### src/hdl/rtfp_pkg.sv
`timescale 1ns / 1ps
package rtfp_pkg;

    localparam int SLOT_BASE  = 4;
    localparam int SLOT_BYTES = 6;
    localparam int ANG_STEPS  = 90;
    localparam int TRIG_W     = 48;

    typedef logic [ANG_STEPS*TRIG_W-1:0] trig_tab_t;

    // floor(a*b / 2^60)
    function automatic logic [63:0] mul_q60(input logic [63:0] a, input logic [63:0] b);
        logic [127:0] p;
        p = 128'(a) * 128'(b);
        return p[123:60];
    endfunction

    // sine or cosine of k degrees, Q46, built by Q60 rotation of one degree
    function automatic trig_tab_t build_trig(input logic want_cos);
        logic [63:0] t, t2, t3, t4, t5, t6, t7, t8, s1, c1, s, c, ns, nc, rs, rc;
        trig_tab_t   tab;
        tab = '0;
        t  = (64'h3243F6A8885A308D + 64'd90) / 64'd180;
        t2 = mul_q60(t, t);
        t3 = mul_q60(t2, t);
        t4 = mul_q60(t2, t2);
        t5 = mul_q60(t4, t);
        t6 = mul_q60(t4, t2);
        t7 = mul_q60(t6, t);
        t8 = mul_q60(t4, t4);
        s1 = t - t3 / 64'd6 + t5 / 64'd120 - t7 / 64'd5040;
        c1 = (64'd1 << 60) - t2 / 64'd2 + t4 / 64'd24 - t6 / 64'd720 + t8 / 64'd40320;
        s  = '0;
        c  = 64'd1 << 60;
        for (int k = 0; k < ANG_STEPS; k++)
        begin
            rs = (s + 64'd8192) >> 14;
            rc = (c + 64'd8192) >> 14;
            tab[k*TRIG_W +: TRIG_W] = want_cos ? rc[TRIG_W-1:0] : rs[TRIG_W-1:0];
            nc = mul_q60(c, c1) - mul_q60(s, s1);
            ns = mul_q60(s, c1) + mul_q60(c, s1);
            c  = nc;
            s  = ns;
        end
        return tab;
    endfunction

    localparam trig_tab_t SIN_TAB = build_trig(1'b0);
    localparam trig_tab_t COS_TAB = build_trig(1'b1);

    typedef struct packed {
        logic start;
        logic [1:0] slot;
    } dp_cmd_t;

    typedef struct packed {
        logic done;
        logic nonzero;
    } dp_sts_t;

endpackage

### src/hdl/rtfp_ctrl.sv
`timescale 1ns / 1ps
module rtfp_ctrl #(
    parameter int TARGET_SLOTS = 3
) (
    input  logic               clk,
    input  logic               rst_n,
    input  logic               in_valid,
    output logic               in_stall,
    input  logic               frame_end,
    input  rtfp_pkg::dp_sts_t  sts,
    output rtfp_pkg::dp_cmd_t  cmd,
    output logic               emit,
    output logic               emit_empty,
    output logic               emit_last,
    output logic [1:0]         emit_kind,
    input  logic               out_free
);

    typedef enum logic [3:0] {
        S_RX   = 4'b0001,
        S_SCAN = 4'b0010,
        S_WAIT = 4'b0100,
        S_EMIT = 4'b1000
    } state_t;

    state_t     state_reg, state_next;
    logic [1:0] slot_reg, slot_next;
    logic [1:0] cnt_reg, cnt_next;
    logic [1:0] total_reg, total_next;
    logic       count_pass_reg, count_pass_next;
    logic       last_slot;

    assign last_slot = (slot_reg == 2'(TARGET_SLOTS - 1));
    assign in_stall  = (state_reg != S_RX);

    always_comb
    begin
        state_next      = state_reg;
        slot_next       = slot_reg;
        cnt_next        = cnt_reg;
        total_next      = total_reg;
        count_pass_next = count_pass_reg;
        cmd.start       = 1'b0;
        cmd.slot        = slot_reg;
        emit            = 1'b0;
        emit_empty      = 1'b0;
        emit_last       = 1'b0;
        emit_kind       = (total_reg > 2'd1) ? 2'd2 : 2'd1;
        unique case (state_reg)
            S_RX:
            begin
                if (in_valid && frame_end)
                begin
                    state_next      = S_SCAN;
                    slot_next       = '0;
                    total_next      = '0;
                    cnt_next        = '0;
                    count_pass_next = 1'b1;
                end
            end
            S_SCAN:
            begin
                if (count_pass_reg)
                begin
                    if (sts.nonzero)
                        total_next = total_reg + 2'd1;
                    if (last_slot)
                    begin
                        count_pass_next = 1'b0;
                        slot_next       = '0;
                        if (total_next == 2'd0)
                            state_next = S_EMIT;
                    end
                    else
                        slot_next = slot_reg + 2'd1;
                end
                else if (sts.nonzero)
                begin
                    cmd.start  = 1'b1;
                    state_next = S_WAIT;
                end
                else
                    slot_next = slot_reg + 2'd1;
            end
            S_WAIT:
            begin
                if (sts.done && out_free)
                begin
                    emit      = 1'b1;
                    cnt_next  = cnt_reg + 2'd1;
                    emit_last = (cnt_next == total_reg);
                    if (emit_last)
                        state_next = S_RX;
                    else
                    begin
                        slot_next  = slot_reg + 2'd1;
                        state_next = S_SCAN;
                    end
                end
            end
            S_EMIT:
            begin
                if (out_free)
                begin
                    emit       = 1'b1;
                    emit_empty = 1'b1;
                    emit_last  = 1'b1;
                    state_next = S_RX;
                end
            end
            default:
                state_next = S_RX;
        endcase
    end

    always_ff @(posedge clk or negedge rst_n)
    begin
        if (!rst_n)
        begin
            state_reg      <= S_RX;
            slot_reg       <= '0;
            cnt_reg        <= '0;
            total_reg      <= '0;
            count_pass_reg <= 1'b0;
        end
        else
        begin
            state_reg      <= state_next;
            slot_reg       <= slot_next;
            cnt_reg        <= cnt_next;
            total_reg      <= total_next;
            count_pass_reg <= count_pass_next;
        end
    end

endmodule

### config.mk
export PLATFORM = sky130hd
export DESIGN_NAME = rtfp_ctrl
export DESIGN_NICKNAME = d
export VERILOG_FILES = /design/src/hdl/rtfp_pkg.sv /design/src/hdl/rtfp_ctrl.sv
export SDC_FILE = /design/constraint.sdc
export NUM_CORES = 1
export LEC_CHECK = 0
export ABC_AREA = 1
export BUFFER_PORTS_ARGS = -buffer_cell sky130_fd_sc_hd__buf_2
export CAP_MARGIN = 20
export CORE_MARGIN = 2
export CORE_UTILIZATION = 40
export CTS_BUF_LIST = sky130_fd_sc_hd__clkbuf_16
export DETAILED_ROUTE_END_ITERATION = 10
export PLACE_DENSITY = 0.64
export SLEW_MARGIN = 20
export SYNTH_ARGS = -nofsm -noshare
export SYNTH_HDL_FRONTEND = slang
export SYNTH_SLANG_ARGS = --single-unit
export TNS_END_PERCENT = 20
### constraint.sdc
create_clock -name clk -period 1.7 [get_ports clk]
set_clock_uncertainty 0.05 [all_clocks]
set_input_delay 0.34 -clock clk [delete_from_list [all_inputs] [get_ports clk]]
set_output_delay 0.34 -clock clk [all_outputs]
set_load 0.03 [all_outputs]
==> impl_results.md, run 1 <==
- Status: finished with violations
- Violated checks: negative setup slack
- Maximum clock rate: approximately 560 MHz
- Initial Util: 41.7%
- Layout Cells excl Fill: 180
- I/O pins: 16
- Max Root-Sink Buffers: 2
- Max-slew violation count: 0
- Die Y: roughly 52 um
- Worst Path Max Fanout: 4
- Worst hold path type: in2reg
- Leakage: 0.000620 uW
- Top cells by area, synth: dfrtp_1, nand2_1, nor2_4
- Crit-path cells: inv_1 -> nand2_1 -> nand2_1 -> nand3_2 -> o21ai_2 -> buf_6
- Post-synthesis simple-gate area fraction: 46.9%
- Via Count: about 870
- Max reg flops: 4
- Setup CP Type: reg2out
- Via density: ~4.8
- First-pass GRT wire length: 3.48 mm
- Routed WL per cell: approximately 11 um
- Worst path top cell family by delay: flip-flops
- CTS clk-pin slew, worst paths: roughly 40 ps
- Cell Rows: 17
- Share of cells above drive strength 1: 44.7%
- Crit path buffers/inverters: 2
- Synth top area share: ~27%
- DRC violations left: 0
- Seq/Total Area, Yosys: a little under a third
- Hold Vio Cnt, Final: 0
- CTS tree: built
- Synth Area in Compound Gates: ~8.5%
- Post-synthesis mux area share: 0%
- Post-DP HPWL: 1.56 mm
- CTS buffer count: 3
- CP peak stage delay: roughly 400 ps
- #FFs+latches synth: 11
- Die area: approximately 0.0027 mm2
- Initial antenna violation count: 0
- # setup viols final: 3
- Yosys top cell by area: dfrtp_1
- DRT Pass-1 Iters: 5
- Post-Synth Adder-Cell Area: around 5.5%
- Yosys warning count: 0
- Insertion delay to the later sink of the worst-skew pair: between 200 and 250 ps
- Distinct cell type count of the synthesized netlist: 23
- Die W: approximately 52 um
- Power per cell area: 1580 mW/mm2
- Setup WS post-layout: -70.2 ps
- Number of port buffers: 15
- Total Routed Length: about 2 mm
- Startpoint type of the worst setup path: register
- Placed insts: around 170
- Crit-path slowest cell: dfrtp_1
- Most frequent CP cell: nand2_1
- XOR/XNOR Fraction of Synth Area: 0%
- Crit end category: output pin
- Unrepaired setup endpoints after global routing: yes
- Final worst-path cycle share: 104%
- Gr usage total: a little under a fifth
- Commonest non-fill, non-tap cell in the layout: nand2_1
- Mean Syn Cell Area: roughly 7.4 um2
- Mapped Nets: roughly 140
- Largest family of logic cells by synthesized area: simple AND/OR/NAND/NOR gates
- Layout area overhead: 33.1%
- Post-layout net count: roughly 160
- Peak supply drop: roughly 0.00077 V
- Critical Path RT: ~1300 ps
- Vias in the first global route: between 800 and 900
- Root buf cell: clkbuf_16
- Largest net degree at the start of global routing: 12
- Worst-Margin Slew: approximately 260 ps
- Initial DRC Count: 13
- Post-route minimum period: 1770 ps
- # diodes: 0
- TritonCTS Sinks: 11
- Core ar.: 0.00219 mm2
- Remaining antenna violation count after routing: 0
- Worst Path Arrival: about 1400 ps
- Grt total ovfl: 0
- Total power: between 1500 and 2000 uW
- GP Congestion: a little over 0.8
- Slew HR: between 80% and 90%
- Max Cap Viol: 0
- Most frequent cells in the layout: nand2_1, inv_1, buf_2
- Cell Area, Synth: 915 um2
- Mapped Cells: roughly 120
- H-tree depth: 1
==> final cells by class <==
class / instances / area (um2)
clock inverter: 1 / 3.75
tap: 28 / 35.0
fill: 217 / 973
multi-input combinational: 92 / 582
sequential: 11 / 278
timing repair buffer: 24 / 160
clock buffer: 3 / 75.1
inverter: 21 / 83.8
==> power breakdown <==
group | switching, uW | leakage (uW) | internal (uW)
clock network | 118 | 0.0000423 | 309
registers | 90.3 | 0.000139 | 348
logic | 681 | 0.000439 | 372
==> path summary, 6_finish.rpt <==
| check | cells past startpoint | slack, ps | end | start |
|---|---|---|---|---|
| worst min-delay path | 4 | 350 | state_reg[0]$_DFFE_PN1P_ | frame_end |
| worst max register to register | 10 | 220 | state_reg[1]$_DFFE_PN0P_ | total_reg[1]$_DFFE_PN0P_ |
| max in group asynchronous | 2 | 880 | state_reg[0]$_DFFE_PN1P_ | rst_n |
| worst max-delay path | 6 | -70 | emit_last | total_reg[0]$_DFFE_PN0P_ |
| worst min register to register | 2 | 480 | slot_reg[1]$_DFFE_PN0P_ | slot_reg[1]$_DFFE_PN0P_ |
| min in group asynchronous | 2 | 450 | total_reg[1]$_DFFE_PN0P_ | rst_n |
==> logic make-up after synthesis <==
| family | Yosys count |
|---|---|
| and+or+nand+nor | 76 |
| buffers and inverters | 21 |
| AOI/OAI and AO/OA | 12 |
| DFF | 11 |
| adders and majority gates | 4 |
==> synth_stat cells, drive strengths merged <==
library cell	n
inv	21
dfstp	1
nand4	6
nand3	9
nand2	48
o22ai	3
nor2	13
ha	4
o21ai	8
a21oi	1
dfrtp	10
==> per-layer routing <==
layer  global-route usage, %  part of all wire [%]
met3                    3.45                   4.1
met4                    10.5                   1.4
met2                    32.3                    49
met1                    20.3                    45
met5                       0                     0
==> what timing repair did <==
| item | in CTS | in global routing |
|---|---|---|
| gates resized for setup | 11 | 5 |
| setup endpoints to repair | 5 | 5 |
| pin swaps | 1 | 1 |
| hold buffers | 1 | 0 |
| endpoints found under the hold margin | 10 | 0 |
| setup buffers | 5 | 1 |
==> metrics by stage <==
step                util, %  cell area [um2]  hold WS [ps]  setup TNS, ps  setup slack [ps]
finish                 55.6             1220           352           -155             -70.2
CTS                    54.7             1200           351           -165             -63.4
detailed placement     47.6             1040           179              0              78.1
global route           55.6             1220           371           -468              -140
floorplan                 -              917         -5.59              0              55.9
global placement       47.6             1040           177              0               130
==> worst min-delay path: stages <==
cell and delay (ps):
buf_2 90, nand2_1 50, nand3_2 100, nand2_1 60
No activity file was read; power rests on OpenSTA's default activity.
==> inputs of run 2 (changes only) <==
==> constraint.sdc (replaced) <==
create_clock -name clk -period 1.7 [get_ports clk]
set_clock_uncertainty 0.05 [all_clocks]
set_input_delay 0.51 -clock clk [delete_from_list [all_inputs] [get_ports clk]]
set_output_delay 0.51 -clock clk [all_outputs]
set_load 0.03 [all_outputs]
==> impl_results.md, run 2 (synthesized netlist as in run 1, its figures left out) <==
- Status: finished with violations
- Violated checks: negative setup slack
- GP Congestion: between 0.8 and 0.9
- Worst Path Max Fanout: 3
- Final worst-path cycle share: 114%
- Critical Path RT: 1140 ps
- Hold Buf Count CTS: 0
- Hold Vio Cnt, Final: 0
- # diodes: 0
- Max Root-Sink Buffers: 2
- Via density: roughly 5
- CTS tree: built
- # setup viols final: 7
- Setup WS post-layout: -246 ps
- CP peak stage delay: 580 ps
- I/O pins: 16
- Worst-Margin Slew: ~270 ps
- CTS buffer count: 3
- Die area: around 0.0027 mm2
- Vias in the first global route: between 900 and 1000
- H-tree depth: 1
- R2R Setup Slk: about 140 ps
- Peak supply drop: 0.000942 V
- R2R cell count: 10
- DRT Pass-1 Iters: 4
- Max-slew violation count: 0
- Initial Util: about two fifths
- Max Cap Viol: 0
- Die Y: 51.8 um
- Insertion delay to the later sink of the worst-skew pair: between 200 and 250 ps
- Crit-path cells: inv_4 -> nand2_4 -> nor2_4 -> inv_2 -> nor2_4 -> inv_2 -> o21ai_4 -> buf_6
- Post-DP HPWL: approximately 1.7 mm
- Worst r2r src: state_reg[0]$_DFFE_PN1P_
- Root buf cell: clkbuf_16
- Crit-path slowest cell: dfstp_2
- Total Routed Length: approximately 2.4 mm
- Cell Rows: 17
- Max reg flops: 4
- Maximum clock rate: about 500 MHz
- Routed WL per cell: around 12 um
- Initial antenna violation count: 0
- Worst path top cell family by delay: flip-flops
- Number of port buffers: 15
- Initial DRC Count: 25
- Layout area overhead: 52.1%
- RR Endpoint: slot_reg[1]$_DFFE_PN0P_
- Core ar.: approximately 0.0022 mm2
- Worst hold path type: in2async
- Remaining antenna violation count after routing: 0
- First-pass GRT wire length: 3.76 mm
- Most frequent cells in the layout: nand2_1, buf_4, inv_2, dfrtp_1
- Leakage: roughly 0.0007 uW
- Via Count: roughly 960
- CP startpoint: state_reg[0]$_DFFE_PN1P_
- Largest net degree at the start of global routing: 12
- Grt total ovfl: 0
- Post-layout net count: 179
- Setup WS pre-CTS: -69.1 ps
- Slew HR: 81.9%
- Placed insts: ~190
- Share of cells above drive strength 1: 51.5%
- Layout Cells excl Fill: ~200
- DRC violations left: 0
- Setup CP Type: reg2out
- Post-route minimum period: between 1500 and 2000 ps
- Worst Path Arrival: about 1400 ps
- Startpoint type of the worst setup path: register
- Gr usage total: between 10% and 20%
- CTS clk-pin slew, worst paths: roughly 50 ps
- Die W: 51.8 um
- TritonCTS Sinks: 11
- Crit end category: output pin
- Crit path buffers/inverters: 4
- Number of fillers in the final layout: roughly 200
- Unrepaired setup endpoints after global routing: yes
- Commonest non-fill, non-tap cell in the layout: nand2_1
- Power per cell area: around 1600 mW/mm2
run 2: per-stage QoR:
stage / util [%] / cell area, um2 / setup TNS, ps / hold WS (ps) / total power [uW]
final: 63.5 / 1390 / -931 / 91.3 / 2210
after global routing: 63.5 / 1390 / -1340 / 104 / 2360
after CTS: 61.1 / 1340 / -947 / 98.6 / 2120
after detailed placement: 53.7 / 1180 / -81.0 / 355 / 1560
after global placement: 53.7 / 1180 / -32.3 / 350 / 1530
after floorplan: - / 925 / -98.2 / 164 / 1190
run 2: where the power goes:
| group | internal, uW | leakage, uW | switching, uW |
|---|---|---|---|
| registers | 346 | 0.000141 | 86.3 |
| logic | 556 | 0.000519 | 783 |
| clock network | 312 | 0.0000409 | 125 |
| total | 1210 | 0.000700 | 994 |
run 2: how the worst max path moves through the flow:
stage	slack (ps)	depth (start not counted)	to
global placement	-30	6	emit_last
CTS	-210	8	emit_last
detailed placement	-70	6	emit_last
finish	-250	8	emit_last
floorplan	-50	7	emit_last
global route	-310	6	emit_last
run 2: metal layers:
metal,track usage [%],share of wire (%)
met1,21.6,44
met5,0,0
met3,2.59,2.5
met4,6.58,1.5
met2,36.5,52
run 2: layout make-up:
| cell class | instances | area (um2) | area share, % |
|---|---|---|---|
| repair buffers | 39 | 299 | 21.5 |
| multi-input cells | 92 | 617 | 44.3 |
| inverters | 21 | 83.8 | 6.03 |
| clock buffers | 3 | 75.1 | 5.40 |
| flip-flops and latches | 11 | 277 | 19.9 |
| clock inverters | 1 | 5.00 | 0.360 |
| well taps | 28 | 35.0 | 2.52 |
run 2: worst register-to-register path, stage by stage, from the launching register on:
cell and delay [ps]:
dfstp_2 580, inv_4 70, nand2_4 70, nor2_4 30, inv_2 70, buf_4 110
buf_4 90, buf_4 110, nand3_2 100, nand4_1 120, nand2_1 60
run 2: what timing repair did:
action,CTS,global route
pin swaps,5,3
setup buffers,2,3
setup endpoints to repair,7,8
gates resized for setup,21,10
